**src/rtl/assert_macros.svh**
```systemverilog
// assertion helper macros shared by the rtl files
// expects a clock named clk and an active-low reset named rst_n in scope
`ifndef ASSERT_MACROS_SVH
`define ASSERT_MACROS_SVH

// same-cycle implication, disabled during reset
`define SPAW_ASSERT_IMPL(lbl, ante, cons, msg) \
  lbl: assert property (@(posedge clk) disable iff (!rst_n) (ante) |-> (cons)) \
    else $error(msg);

// next-cycle implication, disabled during reset
`define SPAW_ASSERT_NEXT(lbl, ante, cons, msg) \
  lbl: assert property (@(posedge clk) disable iff (!rst_n) (ante) |=> (cons)) \
    else $error(msg);

`endif

```
**src/rtl/spaw_pkg.sv**
```systemverilog
// shared types and constants for the scaled phase angle wrap block
// no dependencies
`default_nettype none

package spaw_pkg;

  localparam int SAMPLE_WIDTH_DEF = 16;
  localparam int ANGLE_STAGES_DEF = 16;
  localparam int TABLE_LEN        = 24;

  localparam int GAIN_W   = 12;
  localparam int MARKER_W = 16;
  localparam int ANGLE_W  = 16;
  localparam int TURN_W   = 32;
  localparam int CFG_IDX_W = 2;
  localparam int CFG_DATA_W = 16;

  localparam logic [GAIN_W-1:0]   GAIN_RST   = 12'd691;
  localparam logic [MARKER_W-1:0] MARKER_RST = 16'h8000;

  // round(2pi * 2^29), turns to q3.13 radians after >> 48
  localparam logic [TURN_W-1:0] TWO_PI_K = 32'd3373259426;
  localparam logic [TURN_W-1:0] HALF_TURN = 32'h8000_0000;
  localparam logic [ANGLE_W-1:0] ANGLE_MAX = 16'd51471;

  // arctangent of 2^-i in units of 2^-32 turn
  localparam logic [TURN_W-1:0] ATAN_TURNS [TABLE_LEN] = '{
    32'h20000000, 32'h12E4051E, 32'h09FB385B, 32'h051111D4,
    32'h028B0D43, 32'h0145D7E1, 32'h00A2F61E, 32'h00517C55,
    32'h0028BE53, 32'h00145F2F, 32'h000A2F98, 32'h000517CC,
    32'h00028BE6, 32'h000145F3, 32'h0000A2FA, 32'h0000517D,
    32'h000028BE, 32'h0000145F, 32'h00000A30, 32'h00000518,
    32'h0000028C, 32'h00000146, 32'h000000A3, 32'h00000051
  };

  // configuration register indexes
  typedef enum logic [CFG_IDX_W-1:0] {
    REG_IMAG_GAIN      = 2'd0,
    REG_INVALID_MARKER = 2'd1
  } spaw_reg_t;

  // control that travels alongside each item
  typedef struct packed {
    logic vld;
    logic hold;
    logic no_data;
  } spaw_ctl_t;

endpackage

`default_nettype wire

```
**src/rtl/spaw_cell.sv**
```systemverilog
// one cordic vectoring micro-rotation with its pipeline register
// depends on spaw_pkg and assert_macros.svh
`default_nettype none

module spaw_cell #(
  parameter int W   = 30,
  parameter int IDX = 0
) (
  input  wire                         clk,
  input  wire                         rst_n,
  input  spaw_pkg::spaw_ctl_t         ctl_i,
  input  wire  signed [W-1:0]         x_i,
  input  wire  signed [W-1:0]         y_i,
  input  wire  [spaw_pkg::TURN_W-1:0] z_i,
  output spaw_pkg::spaw_ctl_t         ctl_o,
  output logic signed [W-1:0]         x_o,
  output logic signed [W-1:0]         y_o,
  output logic [spaw_pkg::TURN_W-1:0] z_o
);
  import spaw_pkg::*;
  `include "assert_macros.svh"

  localparam logic [TURN_W-1:0] STEP = ATAN_TURNS[IDX];

  logic signed [W-1:0] xs, ys;

  // fixed arithmetic shifts for this stage
  assign xs = x_i >>> IDX;
  assign ys = y_i >>> IDX;

  always_ff @(posedge clk) begin
    if (!rst_n) begin
      ctl_o <= '0;
    end else begin
      ctl_o <= ctl_i;
    end
  end

  // rotate toward the real axis unless the angle is already settled
  always_ff @(posedge clk) begin
    if (ctl_i.hold) begin
      x_o <= x_i;
      y_o <= y_i;
      z_o <= z_i;
    end else if (!y_i[W-1]) begin
      x_o <= x_i + ys;
      y_o <= y_i - xs;
      z_o <= z_i + STEP;
    end else begin
      x_o <= x_i - ys;
      y_o <= y_i + xs;
      z_o <= z_i - STEP;
    end
  end

  `SPAW_ASSERT_NEXT(a_hold_keeps_z, ctl_i.vld && ctl_i.hold, z_o == $past(z_i), "held angle changed")

endmodule

`default_nettype wire

```
**config.mk**
```make
export PLATFORM = sky130hd
export DESIGN_NAME = spaw_cell
export DESIGN_NICKNAME = d
export VERILOG_FILES = /design/src/rtl/spaw_pkg.sv /design/src/rtl/spaw_cell.sv
export VERILOG_INCLUDE_DIRS = /design/src /design/src/rtl
export SDC_FILE = /design/constraint.sdc
export NUM_CORES = 1
export LEC_CHECK = 0
export ABC_AREA = 0
export BUFFER_PORTS_ARGS = -buffer_cell sky130_fd_sc_hd__buf_4
export CORE_ASPECT_RATIO = 1.75
export CORE_UTILIZATION = 41
export DETAILED_ROUTE_END_ITERATION = 10
export GPL_ROUTABILITY_DRIVEN = 1
export SLEW_MARGIN = 20
export SYNTH_ARGS = -nofsm -noshare
export SYNTH_HDL_FRONTEND = slang
export SYNTH_SLANG_ARGS = --single-unit
```
**constraint.sdc**
```tcl
create_clock -name clk -period 2.9 [get_ports clk]
set_input_delay 0.29 -clock clk [delete_from_list [all_inputs] [get_ports clk]]
set_output_delay 0.29 -clock clk [all_outputs]
set_load 0.02 [all_outputs]
```
==> flow_summary.toml <==
[run_status]
outcome = "completed"

[synthesis]
synth.most_common_cell = "a21oi_1"
yosys.area.top_type = "dfxtp_1"
synth_area_leaders = "dfxtp_1, ha_1, a21oi_1"
yosysSeqAreaShare = 0.2556
synthFlopType = "dfxtp_1"
synth_common_cells = "a21oi_1, nor2_1, dfxtp_1"
ys.warnings.count = 0
postSynthAreaPerCell_sq_um = 7.841
synth_top_area_frac = 0.2556
synth_area_sq_mm = 0.007441
syn_inst = 949
ys_seq_elements = 95
synth_nets = 1137
synth_async_sr_flop_share = 0
synth_enable_flop_cells = 0
synth_cell_types = 75

[sta]
tightestPinTransition_ps = 689.1
period_needed_ps = 2818
clock.fmax_mhz = 354.9
drv_slew = 0
setup_viol = 0
period_share = 0.9717
max_slew_margin = 0.5406
hold_viol_final = 0
fin_ws_ps = 81.97

[critical_path]
end_kind = "flip-flop"
cp_data_arrival_time_ps = 3030
setup.worst_path.class = "input pin to flip-flop"
required_ps = 3120
start_kind = "input pin"
crit_fanout = 4

[drt]
ant_nets = 0
avgViaCountPerCell = 5.226
drt-total-wl_mm = 24.37
drt_iter0_markers = 326
via_count = 7740
drcViolationCount = 0
wire_per_inst_microns = 16.46
first_pass_iters = 5

[place]
dp_slack_ps = -338.2
port_buffers = 191
gp_congestion = 0.9267
dpl.hpwl_mm = 19.63

[layout]
multi_input_area_sq_mm = 0.005015
fillers = 1733
regArea_sq_mm = 0.001902
n_antenna_cell = 0
nNetsFinal = 1433
drive_gt1_frac = 0.3152
syn2layout_area_growth_pct = 40.07

[global_route]
grt_overflow = 0
grt_pass1_wl_mm = 38.75
antenna_found_initial = 0
grt_max_degree = 67
grt_util_all_layers = 0.2595
grt_pass1_vias = 7941

[clocking]
cts_tree = "done"
clk_pin_slew_worst_paths_ps = 90
clock-sinks = 95
cts_root_buffer = "clkbuf_16"
htreeDepth = 3
cts.path.max_buffers = 2
cts.hold.buffers_added = 0
numCtsBuffers = 9

[run]
cap_violations = 0

[die]
num_rows = 64
dieArea_sq_mm = 0.01871
design.core.area_sq_mm = 0.01762
die_h_microns = 180.2
die_x_microns = 103.8
initial_utilization = 0.4224
ios = 192

[power_and_ir_drop]
p_leak_nw = 5.109
max-vdd-ir-drop_v = 0.0002362
power_density_mw_per_mm2 = 468.6
power_w = 0.004884

[min_path]
min_path_type = "input pin to flip-flop"
[cell usage in the layout, fill, tap and decap left out, types with 4 or more instances in the layout]
master       n
nor2b_1      7
o21ai_0     70
nand2b_1    10
buf_4      334
dfxtp_1     95
a21oi_1    105
clkbuf_16    9
inv_2        4
and2_1       4
nor2_1      96
o22ai_1      4
a211o_1      4
inv_1       86
mux2i_1     20
o31ai_1      7
xor2_1       9
o21bai_1    12
or2_2        4
nand2_1     65
xnor2_1     51
ha_1        87
a211oi_1    10
a21o_1      13
o41ai_2      5
nand4_1      4
a21oi_2      4
o21ai_1     11
nand3_1     10
nor3_1      16
a31oi_1     10
o211ai_1     7
fa_1         4
[layer usage]
| layer | vias up | routed length (microns) | GRT usage |
|---|---|---|---|
| met5 | - | 0 | 0 |
| met4 | 0 | 1356 | 0.1691 |
| met3 | 78 | 993 | 0.03255 |
| met2 | 285 | 13410 | 0.5080 |
| met1 | 3531 | 8613 | 0.2489 |
| li1 | 3846 | - | - |
[what timing repair did]
item                       CTS  global route
setup endpoints to repair    0            16
gates resized for setup      0            12
setup buffers                0             1
[final timing paths]
check                 startpoint         endpoint  depth (start not counted)
worst min-delay path      z_i[5]   z_o[5]$_DFF_P_                          1
worst max-delay path      x_i[0]  x_o[26]$_DFF_P_                         15
[cell families after synthesis]
logic type	Yosys count	share of synthesized area
DFF	95	0.2556
xor gates and xnor gates	60	0.07062
muxes	22	0.02993
buffers and inverters	144	0.07802
and+or+nand+nor	231	0.1396
AOI/OAI and AO/OA	306	0.2692
adders and majority gates	91	0.1571
[flip-flops by register name, summed over array words and instances, names as in the netlist]
name   count
z_o       32
x_o       30
y_o       30
ctl_o      3
[worst max-delay path, cell delays in order]
cell	delay, ps
buf_4	100
inv_1	40
ha_1	220
fa_1	410
nor2b_2	170
o2111ai_1	220
a21oi_2	280
a211o_1	240
a31oi_1	170
o31ai_1	270
buf_4	170
and3_1	150
o22ai_1	80
xor2_1	150
o21ai_1	70
[report_power, final]
group	switching [W]	internal [W]	leakage [nW]	total (W)
registers	0.0000428	0.00146	0.801	0.00150
logic	0.00113	0.000942	4.15	0.00207
clock network	0.000591	0.000718	0.159	0.00131
[layout make-up]
class	instances	area share
multi-input combinational	710	0.4812
tap	231	0.02773
clock inverter	6	0.007803
clock buffer	10	0.02293
sequential	95	0.1825
timing repair buffer	336	0.2444
inverter	93	0.03349
[stage by stage]
step / std cells / setup TNS, ps / instance area [sq um] / hold WS, ps / utilization
after global routing: 1481 / -96.81 / 10420 / 17.92 / 0.5916
after CTS: 1480 / 0 / 10360 / 8.326 / 0.5880
final: 1481 / 0 / 10420 / 15.48 / 0.5916
after detailed placement: 1464 / -4412 / 10040 / 395.5 / 0.5698
after floorplan: 949 / 0 / 7441 / 317.7 / -
after global placement: 1464 / -4899 / 10040 / 394.3 / 0.5698
Note: power is estimated with default switching activity, not from simulation.
