<file path="src/rtl/assert_macros.svh">
// assertion helper macros shared by the rtl files
// expects a clock named clk and an active-low reset named rst_n in scope
`ifndef ASSERT_MACROS_SVH
`define ASSERT_MACROS_SVH

// same-cycle implication, disabled during reset
`define SPAW_ASSERT_IMPL(lbl, ante, cons, msg) \
  lbl: assert property (@(posedge clk) disable iff (!rst_n) (ante) |-> (cons)) \
    else $error(msg);

// next-cycle implication, disabled during reset
`define SPAW_ASSERT_NEXT(lbl, ante, cons, msg) \
  lbl: assert property (@(posedge clk) disable iff (!rst_n) (ante) |=> (cons)) \
    else $error(msg);

`endif

</file>
<file path="src/rtl/spaw_pkg.sv">
// shared types and constants for the scaled phase angle wrap block
// no dependencies
`default_nettype none

package spaw_pkg;

  localparam int SAMPLE_WIDTH_DEF = 16;
  localparam int ANGLE_STAGES_DEF = 16;
  localparam int TABLE_LEN        = 24;

  localparam int GAIN_W   = 12;
  localparam int MARKER_W = 16;
  localparam int ANGLE_W  = 16;
  localparam int TURN_W   = 32;
  localparam int CFG_IDX_W = 2;
  localparam int CFG_DATA_W = 16;

  localparam logic [GAIN_W-1:0]   GAIN_RST   = 12'd691;
  localparam logic [MARKER_W-1:0] MARKER_RST = 16'h8000;

  // round(2pi * 2^29), turns to q3.13 radians after >> 48
  localparam logic [TURN_W-1:0] TWO_PI_K = 32'd3373259426;
  localparam logic [TURN_W-1:0] HALF_TURN = 32'h8000_0000;
  localparam logic [ANGLE_W-1:0] ANGLE_MAX = 16'd51471;

  // arctangent of 2^-i in units of 2^-32 turn
  localparam logic [TURN_W-1:0] ATAN_TURNS [TABLE_LEN] = '{
    32'h20000000, 32'h12E4051E, 32'h09FB385B, 32'h051111D4,
    32'h028B0D43, 32'h0145D7E1, 32'h00A2F61E, 32'h00517C55,
    32'h0028BE53, 32'h00145F2F, 32'h000A2F98, 32'h000517CC,
    32'h00028BE6, 32'h000145F3, 32'h0000A2FA, 32'h0000517D,
    32'h000028BE, 32'h0000145F, 32'h00000A30, 32'h00000518,
    32'h0000028C, 32'h00000146, 32'h000000A3, 32'h00000051
  };

  // configuration register indexes
  typedef enum logic [CFG_IDX_W-1:0] {
    REG_IMAG_GAIN      = 2'd0,
    REG_INVALID_MARKER = 2'd1
  } spaw_reg_t;

  // control that travels alongside each item
  typedef struct packed {
    logic vld;
    logic hold;
    logic no_data;
  } spaw_ctl_t;

endpackage

`default_nettype wire

</file>
<file path="src/rtl/spaw_front.sv">
// input stages: gain multiply, marker compare, then quadrant pre-rotation
// depends on spaw_pkg
`default_nettype none

module spaw_front #(
  parameter int SW = 16,
  parameter int W  = 30
) (
  input  wire                                 clk,
  input  wire                                 rst_n,
  input  wire                                 acc_i,
  input  wire  signed [SW-1:0]                p_i,
  input  wire  signed [SW-1:0]                a_i,
  input  wire  [spaw_pkg::GAIN_W-1:0]         gain_i,
  input  wire  signed [spaw_pkg::MARKER_W-1:0] marker_i,
  output spaw_pkg::spaw_ctl_t                 ctl_o,
  output logic signed [W-1:0]                 x_o,
  output logic signed [W-1:0]                 y_o,
  output logic [spaw_pkg::TURN_W-1:0]         z_o
);
  import spaw_pkg::*;

  localparam int CW = (SW > MARKER_W) ? SW : MARKER_W;
  localparam int PW = SW + GAIN_W + 1;

  logic signed [CW-1:0] pe, ae, me;
  logic signed [PW-1:0] prod;
  logic signed [W-1:0]  xa_r, ya_r;
  spaw_ctl_t            ca_r;
  logic                 x_neg, y_zero;

  // stage a: scale both parts into 1/256 units, spot the no-data marker
  assign pe = CW'(p_i);
  assign ae = CW'(a_i);
  assign me = CW'(marker_i);
  assign prod = a_i * $signed({1'b0, gain_i});

  always_ff @(posedge clk) begin
    if (!rst_n) begin
      ca_r <= '0;
    end else begin
      ca_r.vld     <= acc_i;
      ca_r.no_data <= (pe == me) && (ae == me);
      ca_r.hold    <= 1'b0;
    end
  end

  always_ff @(posedge clk) begin
    xa_r <= W'($signed({p_i, 8'b0}));
    ya_r <= W'(prod);
  end

  // stage b: fold left half plane onto the right, pin the zero-imag case
  assign x_neg  = xa_r[W-1];
  assign y_zero = (ya_r == '0);

  always_ff @(posedge clk) begin
    if (!rst_n) begin
      ctl_o <= '0;
    end else begin
      ctl_o.vld     <= ca_r.vld;
      ctl_o.no_data <= ca_r.no_data;
      ctl_o.hold    <= y_zero;
    end
  end

  always_ff @(posedge clk) begin
    if (y_zero) begin
      x_o <= xa_r;
      y_o <= ya_r;
      z_o <= x_neg ? HALF_TURN : '0;
    end else if (x_neg) begin
      x_o <= -xa_r;
      y_o <= -ya_r;
      z_o <= HALF_TURN;
    end else begin
      x_o <= xa_r;
      y_o <= ya_r;
      z_o <= '0;
    end
  end

endmodule

`default_nettype wire

</file>
<file path="config.mk">
export PLATFORM = sky130hd
export DESIGN_NAME = spaw_front
export DESIGN_NICKNAME = d
export VERILOG_FILES = /design/src/rtl/assert_macros.svh /design/src/rtl/spaw_pkg.sv /design/src/rtl/spaw_front.sv
export SDC_FILE = /design/constraint.sdc
export NUM_CORES = 1
export LEC_CHECK = 0
export BUFFER_PORTS_ARGS = -buffer_cell sky130_fd_sc_hd__buf_2
export CAP_MARGIN = 20
export CORE_MARGIN = 1
export CORE_UTILIZATION = 35
export CTS_CLUSTER_DIAMETER = 100
export DETAILED_ROUTE_END_ITERATION = 7
export PLACE_DENSITY = 0.6
export SLEW_MARGIN = 20
export SYNTH_ARGS = -nofsm -noshare
export SYNTH_HDL_FRONTEND = slang
export SYNTH_SLANG_ARGS = --single-unit
export TNS_END_PERCENT = 20
</file>
<file path="constraint.sdc">
create_clock -name clk -period 7.2 [get_ports clk]
set_clock_uncertainty 0.15 [all_clocks]
set_input_delay 2.16 -clock clk [delete_from_list [all_inputs] [get_ports clk]]
set_output_delay 2.16 -clock clk [all_outputs]
set_load 0.02 [all_outputs]
</file>
==> flow_summary.toml <==
[status]
status = "completed"

[synth]
synth_most_common_cell = "inv_1"
ys_warn_count = 0
synth_cell_types = 60
async_reset_ff_share_pct = 0
synth-seq-area-share_pct = 18.5
syn_avg_cell_area_um2 = 9.14
ys_ff_latch = 101
synth_area_leaders = "fa_1 (33%), dfxtp_1 (18%), inv_1 (9.0%)"
yosys.area.top_type_share_pct = 32.5
synth-main-ff-cell = "dfxtp_1"
syn_area_mm2 = 0.0109
ys_top_cells_by_count = "inv_1 (262), fa_1 (178), nand2_1 (125)"
synthCells = 1198
synth-edff-count = 0
synth.largest_area_cell = "fa_1"

[finish]
final_layout_size_suffix_gt1_share_pct = 18.1
area_growth_pct = 16.4
nets = 1684

[setup_path]
startpoint_type = "primary input"
cp-startpoint = "gain_i[3]"
worstPathCellList = "buf_2, buf_4, and2_1, fa_1, inv_1, fa_1, inv_1, fa_1, fa_1, inv_1, fa_1, inv_1, ha_1, a21o_1, a21oi_2, buf_4, a21boi_0, a2111oi_1, nor3_1, xor2_1"
crit_top_cell = "fa_1"
path_class = "in2reg"
reg2reg_from = "ya_r[0]"
path_buf_inv = 7
r2r_cells = 9
slowest_delay_ns = 0.53
rrSetupSlack_ns = 4.27
critical_path_arrival_ns = 7.05
cp_max_fo = 10
endpoint_kind = "flop"
crit_family = "adder cells"
crit_required_ns = 7.27
r2r-end = "x_o[17]"
slowest_stage = "fa_1"

[hold_path]
holdPathEnd = "x_o[8]"
whs_path_depth = 0
hold_path.class = "reg2reg"
hold_start = "xa_r[8]"

[route]
drtAntennaViolNets = 0
drtIter0Drc = 255
wl_per_cell_um = 14.5
routed_wl_um = 25700
drt_pre_antenna_iters = 4
avgViaCountPerCell = 4.55
drcViolationCount = 0
vias = 8076

[flow_run]
maxCapViolations = 0

[power]
p_leak_nw = 6.46
combPwrFrac_pct = 78.6
powerDensity_mw_per_mm2 = 520
pwr-share-clk_pct = 7.5
seq_power_share_pct = 14.0
p_int_mw = 3.55
power_switching_mw = 3.08
peakVddDrop_mv = 0.358
switching_share_pct = 46.5
total_power_mw = 6.63

[die]
std_cell_rows = 64
start_util_pct = 35.7
core_mm2 = 0.0307
ios = 158
die_x_um = 179
die_h_um = 179
die_area_mm2 = 0.0320

[clock_tree]
cts_resized = 0
htree_levels = 3
hold_buffers = 0
post_cts_buffers = 0
cts_tree = "built"
cts_root_buf = "clkbuf_16"
clk_pin_slew_ns = 0.07
clock-sinks = 101
clk_path_buf_depth = 2
cts-buffers-inserted = 9
clk_latency_ns = 0.35

[timing]
finalHoldViolCount = 0
setup_viol = 0
min_period_ns = 6.98
slew_viol_final = 0
worst_slack_ns = 0.215
max_slew_margin_pct = 45.1
fmax_mhz = 143
worstMarginPinSlew_ns = 0.822
post-route-period-util_pct = 97.0
timing.setup.tns_ns = 0

[grt]
gr-total-overflow = 0
grt_pass1_vias = 8334
grt_first_pass_wirelength_um = 41400
antenna_found_initial = 1
grtUsageTotal_pct = 16.6
grt_max_degree = 31

[place]
place_ws_ns = -0.178
portBuffers = 118
hpwl_um = 22500
gp_congestion = 0.937
-- kinds of logic (layout without fill, tap and decap cells) --
| logic type | Yosys count | count (layout) | share of synthesized area, % |
|---|---|---|---|
| multiplexers | 3 | 3 | 0.286 |
| XOR/XNOR | 62 | 62 | 4.96 |
| flip-flops | 101 | 101 | 18.5 |
| AND/OR/NAND/NOR | 332 | 332 | 15.9 |
| buffers and inverters | 340 | 483 | 13.1 |
| AO/OA/AOI/OAI | 112 | 112 | 6.88 |
| other | 1 | 40 | 0.0343 |
| adder cells (fa/ha/maj) | 247 | 247 | 40.4 |
-- flip-flops by register name (all words and copies together) (netlist names) --
name	count
xa_r	16
x_o	20
ctl_o	3
ya_r	29
z_o	1
y_o	30
ca_r	2
-- metal layers --
layer / share of wire (%) / global-route usage, % / vias to the layer above
met5: 0.039 / 0 / -
met4: 2.4 / 5.51 / 2
met3: 6.0 / 2.93 / 38
met2: 45 / 27.2 / 200
met1: 47 / 22.1 / 3906
li1: - / - / 3930
-- cell type report --
cell class,instances,area (um2)
Fill cell,3072,17900
Multi-Input combinational cell,795,7680
Sequential cell,101,2020
Timing Repair Buffer,204,1250
Inverter,263,987
Tap cell,396,495
Clock buffer,9,225
Clock inverter,7,88.8
Antenna cell,1,2.50
-- power groups by stage --
stage                     Clock [mW]  Combinational [mW]  Sequential [mW]
after floorplan                    0                3.40             1.03
after global placement             0                5.03            0.935
after detailed placement           0                5.12            0.937
after CTS                      0.512                5.14            0.924
after global routing           0.534                5.94            0.941
final                          0.496                5.21            0.926
-- worst register-to-register path, cell delays in order (launching register included) --
cell and delay [ns]:
dfxtp_1 0.35, inv_1 0.07, ha_1 0.21, or3b_2 0.49, nor4_1 0.54, nand2_1 0.19
nor3_2 0.32, nor2b_4 0.21, o41ai_1 0.13, xnor2_1 0.19
-- placed cells by master (no fill, tap or decap), drive strengths merged, types with 3 or more instances in the layout --
master,instances
or4,9
nand2,125
nor4,4
nor3,19
o41ai,7
dfxtp,101
nand4,3
o21a,4
o21bai,4
nand3,19
nor2,22
buf,204
o21ai,23
a221oi,3
inv,267
conb,39
clkbuf,9
o31ai,13
and3,11
a211oi,3
or2,3
a21o,8
ha,69
fa,178
a21oi,26
nand2b,6
or3,12
o22ai,3
and2,95
xor2,7
xnor2,55
a31oi,5
-- per-stage QoR --
step / instances / util [%] / area [um2] / hold WS (ns)
final: 1776 / 41.6 / 12700 / 0.256
after global routing: 1775 / 41.6 / 12700 / 0.272
after CTS: 1775 / 41.4 / 12700 / 0.263
after detailed placement: 1759 / 40.4 / 12400 / 0.234
after global placement: 1759 / 40.4 / 12400 / 0.243
after floorplan: 1236 / - / 11100 / 0.192
-- how the worst max path moves through the flow --
stage / end / cells after the start / slack [ns]
2_1_floorplan: ya_r[26] / 18 / 0.05
3_3_place_gp: ya_r[21] / 20 / -0.10
3_5_place_dp: ya_r[21] / 20 / -0.18
4_1_cts: ya_r[21] / 20 / 0.18
5_1_grt: ya_r[21] / 19 / -0.03
6_report: ya_r[21] / 20 / 0.22
Note: power is estimated with default switching activity, not from simulation.
