<file path="src/rtl/assert_macros.svh">
// assertion helper macros shared by the rtl files
// expects a clock named clk and an active-low reset named rst_n in scope
`ifndef ASSERT_MACROS_SVH
`define ASSERT_MACROS_SVH

// same-cycle implication, disabled during reset
`define SPAW_ASSERT_IMPL(lbl, ante, cons, msg) \
  lbl: assert property (@(posedge clk) disable iff (!rst_n) (ante) |-> (cons)) \
    else $error(msg);

// next-cycle implication, disabled during reset
`define SPAW_ASSERT_NEXT(lbl, ante, cons, msg) \
  lbl: assert property (@(posedge clk) disable iff (!rst_n) (ante) |=> (cons)) \
    else $error(msg);

`endif

</file>
<file path="src/rtl/spaw_pkg.sv">
// shared types and constants for the scaled phase angle wrap block
// no dependencies
`default_nettype none

package spaw_pkg;

  localparam int SAMPLE_WIDTH_DEF = 16;
  localparam int ANGLE_STAGES_DEF = 16;
  localparam int TABLE_LEN        = 24;

  localparam int GAIN_W   = 12;
  localparam int MARKER_W = 16;
  localparam int ANGLE_W  = 16;
  localparam int TURN_W   = 32;
  localparam int CFG_IDX_W = 2;
  localparam int CFG_DATA_W = 16;

  localparam logic [GAIN_W-1:0]   GAIN_RST   = 12'd691;
  localparam logic [MARKER_W-1:0] MARKER_RST = 16'h8000;

  // round(2pi * 2^29), turns to q3.13 radians after >> 48
  localparam logic [TURN_W-1:0] TWO_PI_K = 32'd3373259426;
  localparam logic [TURN_W-1:0] HALF_TURN = 32'h8000_0000;
  localparam logic [ANGLE_W-1:0] ANGLE_MAX = 16'd51471;

  // arctangent of 2^-i in units of 2^-32 turn
  localparam logic [TURN_W-1:0] ATAN_TURNS [TABLE_LEN] = '{
    32'h20000000, 32'h12E4051E, 32'h09FB385B, 32'h051111D4,
    32'h028B0D43, 32'h0145D7E1, 32'h00A2F61E, 32'h00517C55,
    32'h0028BE53, 32'h00145F2F, 32'h000A2F98, 32'h000517CC,
    32'h00028BE6, 32'h000145F3, 32'h0000A2FA, 32'h0000517D,
    32'h000028BE, 32'h0000145F, 32'h00000A30, 32'h00000518,
    32'h0000028C, 32'h00000146, 32'h000000A3, 32'h00000051
  };

  // configuration register indexes
  typedef enum logic [CFG_IDX_W-1:0] {
    REG_IMAG_GAIN      = 2'd0,
    REG_INVALID_MARKER = 2'd1
  } spaw_reg_t;

  // control that travels alongside each item
  typedef struct packed {
    logic vld;
    logic hold;
    logic no_data;
  } spaw_ctl_t;

endpackage

`default_nettype wire

</file>
<file path="src/rtl/spaw_scale.sv">
// turns-to-radians conversion and output register
// depends on spaw_pkg and assert_macros.svh
`default_nettype none

module spaw_scale (
  input  wire                          clk,
  input  wire                          rst_n,
  input  spaw_pkg::spaw_ctl_t          ctl_i,
  input  wire  [spaw_pkg::TURN_W-1:0]  z_i,
  output logic                         vld_o,
  output logic [spaw_pkg::ANGLE_W-1:0] angle_o,
  output logic                         no_data_o
);
  import spaw_pkg::*;
  `include "assert_macros.svh"

  logic [2*TURN_W-1:0] prod_r;
  spaw_ctl_t           ctl_r;

  // multiply by 2pi scaled, keep the top bits next cycle
  always_ff @(posedge clk) begin
    if (!rst_n) begin
      ctl_r <= '0;
    end else begin
      ctl_r <= ctl_i;
    end
  end

  always_ff @(posedge clk) begin
    prod_r <= z_i * TWO_PI_K;
  end

  // output register, marker hits read as zero angle
  always_ff @(posedge clk) begin
    if (!rst_n) begin
      vld_o     <= 1'b0;
      no_data_o <= 1'b0;
    end else begin
      vld_o     <= ctl_r.vld;
      no_data_o <= ctl_r.no_data;
    end
  end

  always_ff @(posedge clk) begin
    angle_o <= ctl_r.no_data ? '0 : prod_r[2*TURN_W-1 -: ANGLE_W];
  end

  `SPAW_ASSERT_IMPL(a_angle_range, vld_o, angle_o <= ANGLE_MAX, "angle beyond 2pi")

endmodule

`default_nettype wire

</file>
<file path="config.mk">
export PLATFORM = sky130hd
export DESIGN_NAME = spaw_scale
export DESIGN_NICKNAME = d
export VERILOG_FILES = /design/src/rtl/spaw_pkg.sv /design/src/rtl/spaw_scale.sv
export VERILOG_INCLUDE_DIRS = /design/src /design/src/rtl
export SDC_FILE = /design/constraint.sdc
export NUM_CORES = 1
export LEC_CHECK = 0
export BUFFER_PORTS_ARGS = -buffer_cell sky130_fd_sc_hd__buf_4
export CAP_MARGIN = 20
export CORE_MARGIN = 4
export CORE_UTILIZATION = 55
export CTS_CLUSTER_DIAMETER = 120
export CTS_CLUSTER_SIZE = 40
export DETAILED_ROUTE_END_ITERATION = 8
export HOLD_SLACK_MARGIN = 0.1
export PLACE_DENSITY_LB_ADDON = 0.15
export SYNTH_ARGS = -nofsm -noshare
export SYNTH_HDL_FRONTEND = slang
export SYNTH_SLANG_ARGS = --single-unit
export TNS_END_PERCENT = 50
</file>
<file path="constraint.sdc">
create_clock -name clk -period 5.82 [get_ports clk]
set_input_delay 0.291 -clock clk [delete_from_list [all_inputs] [get_ports clk]]
set_output_delay 0.291 -clock clk [all_outputs]
set_load 0.01 [all_outputs]
</file>
==> reports/metrics.cfg, run 1 <==
[place]
placed_area_mm2 = 0.01925
post-place-ws_ns = -0.6567
hpwlAfterDp_um = 40810
place.gp.congestion = 1.003
port_buffers = 53

[timing]
fmax_mhz = 162.3
grt_setup_unrepaired = true
finalSetupViolCount = 15
drv_slew = 0
finalSetupTns_ns = -2.633
slew_headroom_pct = 61.49
hold_viol = 0
min_period_ns = 6.160
post-route-period-util_pct = 105.8
setup_slack_ns = -0.3396
clock_skew_ns = 0.002272
worst_slew_pin_slew_ns = 0.5769

[clock_tree]
cts_tree = built
hold_buffers = 0
cts.clk_slew.worst_paths_ns = 0.05
cts_num_sinks = 36
cts_buffers = 5
worstSkewPairLatency_ns = 0.27
clock_path_buffers = 2
htreeDepth = 2
cts_root_buf = clkbuf_16

[floorplanning]
fp.dieW_um = 180.1
design.core.area_mm2 = 0.02894
dieHeight_um = 180.1
start_util_pct = 56.33
die_area_mm2 = 0.03245
rows = 62
io_pins = 55

[synthesis]
synth_common_cells = inv_1, ha_1, fa_1
synth.area.top_cells = fa_1, ha_1, inv_1, dfxtp_1, a21oi_1
async_flop_share_pct = 0
post-synth-top-count-cell = inv_1
ys_seq_area_share_pct = 4.422
synthesis.nets = 2366
ys_ff_latch = 36
synth_warnings = 0
synth_top_area_share_pct = 42.75
synth_edf_count = 0
syn-cell-area_mm2 = 0.01630
syn_area_per_cell_um2 = 10.14
synth_flop_cell = dfxtp_1
synth_top_area_cell = fa_1
yosysUniqueCellTypes = 53
netlist_instances = 1607

[drt]
dr.first_iter.drc_count = 498
dr.pass1.iters = 5
ant_nets = 0
routed_wl_um = 43780
routedWlPerCell_um = 18.90
viasPerCell = 5.151
routed-via-count = 11930
drc = 0

[worst_hold_path]
hp-start = ctl_i[2]
hold_class = input pin to flop
min_path_cells = 2
holdPathEnd = ctl_r[2]

[global_routing]
grt_pass1_vias = 13330
grt_pass1_wl_um = 70370
gr-usage-all-layers_pct = 27.75
antenna_found_initial = 0
overflow = 0
grt_max_degree = 18

[setup_path]
timing.rr.start = ctl_r[0]
startpoint_type = input pin
worstSetupPathType = input pin to flop
timing.reg2reg.setup_slack_ns = 4.88
arrival_ns = 6.34
worstPathRequired_ns = 6.01
end_kind = flop
rr_endpoint = no_data_o
r2r_cells = 1
crit_fanout = 4

[cells_and_area]
fin_nets = 2690
post-route-cell-area_mm2 = 0.02003
drive_above_1_share_pct = 22.52
antenna_cells = 0
syn_to_final_growth_pct = 22.87

[outcome]
outcome = finished with violations
violations = negative setup slack

[job]
max_cap_violations = 0

placed cells by master (no fill, tap or decap), drive strengths merged, types with 3 or more instances in the layout:
| cell type | count |
|---|---|
| a21oi | 49 |
| o21ai | 27 |
| a211o | 4 |
| a31oi | 5 |
| and2 | 4 |
| inv | 525 |
| a41oi | 4 |
| xor2 | 9 |
| dfxtp | 36 |
| nand3 | 16 |
| a211oi | 6 |
| and3 | 4 |
| a21o | 26 |
| fa | 348 |
| buf | 319 |
| nor2 | 26 |
| nor3 | 10 |
| o21bai | 8 |
| nor2b | 20 |
| nand2 | 35 |
| or4 | 3 |
| nand4 | 14 |
| xnor2 | 19 |
| clkbuf | 7 |
| nand2b | 3 |
| ha | 374 |
| o211ai | 4 |
how the worst max path moves through the flow:
stage / startpoint / to / depth (start not counted)
floorplan: z_i[10] / prod_r[62] / 21
global placement: z_i[2] / prod_r[62] / 22
detailed placement: z_i[2] / prod_r[62] / 22
CTS: z_i[2] / prod_r[62] / 22
global route: z_i[3] / prod_r[62] / 22
finish: z_i[2] / prod_r[62] / 22
per-layer routing:
metal | up-vias | wire length (µm) | track usage [%]
met5 | - | 0 | 0
met4 | 0 | 2195 | 10.53
met3 | 75 | 2193 | 4.602
met2 | 243 | 21560 | 47.30
met1 | 6001 | 17840 | 35.79
li1 | 5610 | - | -
area by class of cell:
type,instances,area (µm²)
flip-flops and latches,36,720.7
repair buffers,319,2465
clock buffers,7,152.6
clock inverters,1,30.03
fillers,2294,8910
inverters,527,1988
multi-input cells,1042,14190
well taps,384,480.5
state kept, by name (all words and copies together), names as in the netlist:
signal,flops
angle_o,16
prod_r,16
ctl_r,2
no_data_o,1
vld_o,1
worst max-delay path, stage by stage:
cell and delay (ns):
buf_12 0.11, ha_4 0.26, inv_4 0.03, fa_1 0.49
inv_2 0.05, fa_1 0.56, inv_2 0.07, fa_1 0.51
inv_1 0.07, fa_1 0.51, fa_1 0.44, fa_1 0.55
ha_4 0.22, ha_4 0.26, nand4_1 0.12, or4_4 0.53
or3b_4 0.39, a211o_1 0.27, a21oi_4 0.18, o21ai_4 0.10
a211o_1 0.27, o311ai_1 0.08
timing repair:
item | CTS | global route
pin swaps | 21 | 16
endpoints found under the setup margin | 16 | 16
buffers inserted | 11 | 2
gates resized for setup | 71 | 35
per-stage QoR:
| stage | util [%] | hold WS, ns | instances |
|---|---|---|---|
| after CTS | 68.57 | 0.2119 | 2314 |
| after global placement | 66.52 | 0.4156 | 2295 |
| after detailed placement | 66.52 | 0.4234 | 2295 |
| after floorplan | - | 0.4118 | 1607 |
| final | 69.21 | 0.2152 | 2316 |
| after global routing | 69.21 | 0.2108 | 2316 |
logic make-up (layout without fill, tap and decap cells):
logic type      after synthesis  after routing  share of synthesized area [%]
fa+ha+maj                   722            722                          71.46
xor+xnor                     28             28                          1.505
simple gates                142            142                          4.476
flops                        36             36                          4.422
compound gates              150            150                          5.957
buf+inv                     529            854                          12.18
Power of run 1 is not shown: default switching activity piles up to over one toggle a cycle in this logic, so the estimate is an artifact.
==> run 2, diff against run 1 <==
--- a/config.mk
+++ b/config.mk
@@ -6,14 +6,15 @@
 export SDC_FILE = /design/constraint.sdc
 export NUM_CORES = 1
 export LEC_CHECK = 0
-export BUFFER_PORTS_ARGS = -buffer_cell sky130_fd_sc_hd__buf_4
 export CAP_MARGIN = 20
 export CORE_MARGIN = 4
 export CORE_UTILIZATION = 55
 export CTS_CLUSTER_DIAMETER = 120
 export CTS_CLUSTER_SIZE = 40
 export DETAILED_ROUTE_END_ITERATION = 8
+export DONT_BUFFER_PORTS = 1
 export HOLD_SLACK_MARGIN = 0.1
+export MAX_ROUTING_LAYER = met4
 export PLACE_DENSITY_LB_ADDON = 0.15
 export SYNTH_ARGS = -nofsm -noshare
 export SYNTH_HDL_FRONTEND = slang
==> constraint.sdc (replaced) <==
create_clock -name clk -period 6.9 [get_ports clk]
set_input_delay 0.345 -clock clk [delete_from_list [all_inputs] [get_ports clk]]
set_output_delay 0.345 -clock clk [all_outputs]
set_load 0.01 [all_outputs]
==> reports/metrics.cfg, run 2 (synthesized netlist as in run 1, its figures left out) <==
[cells_and_area]
fin_util_pct = 58.83
fin_nets = 2376
syn_to_final_growth_pct = 4.452
drive_above_1_share_pct = 1.422
layout_common_cells = inv_1, ha_1, fa_1
final_common_cell = inv_1
largest_registers = angle_o x16, prod_r x16, ctl_r x2
antenna_cells = 0

[setup_path]
worstPathRequired_ns = 7.04
crit_fanout = 8
worstSetupPathType = input pin to flop
arrival_ns = 6.62
startpoint_type = input pin
end_kind = flop
cp_slowest_stage_delay_ns = 0.56
cp_cell_sequence = inv_1 > fa_1 > xnor2_1 > ha_1 > a21oi_1 > fa_1 > inv_1 > ha_1 > fa_1 > fa_1 > fa_1 > ha_1 > ha_1 > a21oi_1 > o21ai_0 > a41oi_1 > nand3_1 > a21oi_1 > a21oi_1 > or4_1 > o311ai_0
crit_slowest_cell = fa_1
timing.reg2reg.setup_slack_ns = 5.97
crit_top_cell = fa_1
r2r_cells = 1

[clock_tree]
cts_buffers = 5
cts_tree = built
cts_root_buf = clkbuf_16
cts_num_sinks = 36
worstSkewPairLatency_ns = 0.27
cts.clk_slew.worst_paths_ns = 0.05
hold_buffers = 0
ctsResizeCount = 0
clock_path_buffers = 2
htreeDepth = 2
cts_setup_buffers = 0

[timing]
slew_headroom_pct = 62.32
drv_slew = 0
min_period_ns = 6.473
grt_setup_unrepaired = false
hold_viol = 0
fmax_mhz = 154.5
finalSetupTns_ns = 0
worst_slew_pin_slew_ns = 0.5609
finalSetupViolCount = 0
post-route-period-util_pct = 93.81
clock_skew_ns = 0.001868

[drt]
routed-via-count = 10520
drc = 0
routedWlPerCell_um = 18.85
dr.first_iter.drc_count = 486
routed_wl_um = 37740
viasPerCell = 5.255
ant_nets = 0
dr.pass1.iters = 5

[place]
hpwlAfterDp_um = 35450
place.gp.congestion = 0.9723
port_buffers = 0

[global_routing]
grt_pass1_wl_um = 61810
gr-usage-all-layers_pct = 24.93
antenna_found_initial = 0
grt_max_degree = 18
overflow = 0
grt_pass1_vias = 11470

[floorplanning]
die_area_mm2 = 0.03245
design.core.area_mm2 = 0.02894
rows = 62
dieHeight_um = 180.1
io_pins = 55
fp.dieW_um = 180.1
start_util_pct = 56.33

[worst_hold_path]
min_path_cells = 1
hold_class = input pin to flop

[job]
max_cap_violations = 0

[outcome]
outcome = finished, final reports clean

-- run 2: cell types whose count changed in the layout (fill, tap and decap cells not counted), sizes merged --
cell | previous run | this run
bufinv | 1 | 3
inv | 525 | 527
buf | 319 | 5
clkinvlp | 2 | 0
clkbuf | 7 | 5
-- run 2: worst paths after layout --
kind / end / start
worst max-delay path: prod_r[58] / z_i[12]
worst min-delay path: ctl_r[2] / ctl_i[2]
worst max register to register: no_data_o / ctl_r[0]
worst min register to register: angle_o[1] / prod_r[49]
-- run 2: cell type report --
type                       instances  area, µm²
timing repair buffer               5      37.54
inverter                         527       1978
clock inverter                     3      90.09
sequential                        36      720.7
multi-input combinational       1042      13590
clock buffer                       5      125.1
fill                            2544      11910
tap                              384      480.5
-- run 2: metal layers --
| layer | global-route usage [%] | up-vias | part of all wire (%) |
|---|---|---|---|
| li1 | - | 4981 | - |
| met1 | 33.26 | 5283 | 44 |
| met2 | 41.67 | 214 | 49 |
| met3 | 3.411 | 42 | 4.8 |
| met4 | 4.537 | 0 | 2.3 |
| met5 | - | - | 0 |
-- run 2: per-stage QoR --
| step | setup WS [ns] | std cells | hold slack, ns | area, µm² |
|---|---|---|---|---|
| after floorplan | 0.7556 | 1607 | 0.4118 | 16300 |
| after global placement | 0.2454 | 1994 | 0.4169 | 16810 |
| after detailed placement | 0.1681 | 1994 | 0.4247 | 16810 |
| after CTS | 0.4084 | 2002 | 0.1909 | 17020 |
| after global routing | 0.08862 | 2002 | 0.1915 | 17020 |
| final | 0.4275 | 2002 | 0.1961 | 17020 |
-- run 2: critical path: cells and delay by family --
family          cells  cell delay [ns]
fa+ha+maj           9             3.63
compound gates      7             1.51
simple gates        2             0.69
buf+inv             2             0.28
xor+xnor            1             0.16
Power of run 2 is left out for the same reason.
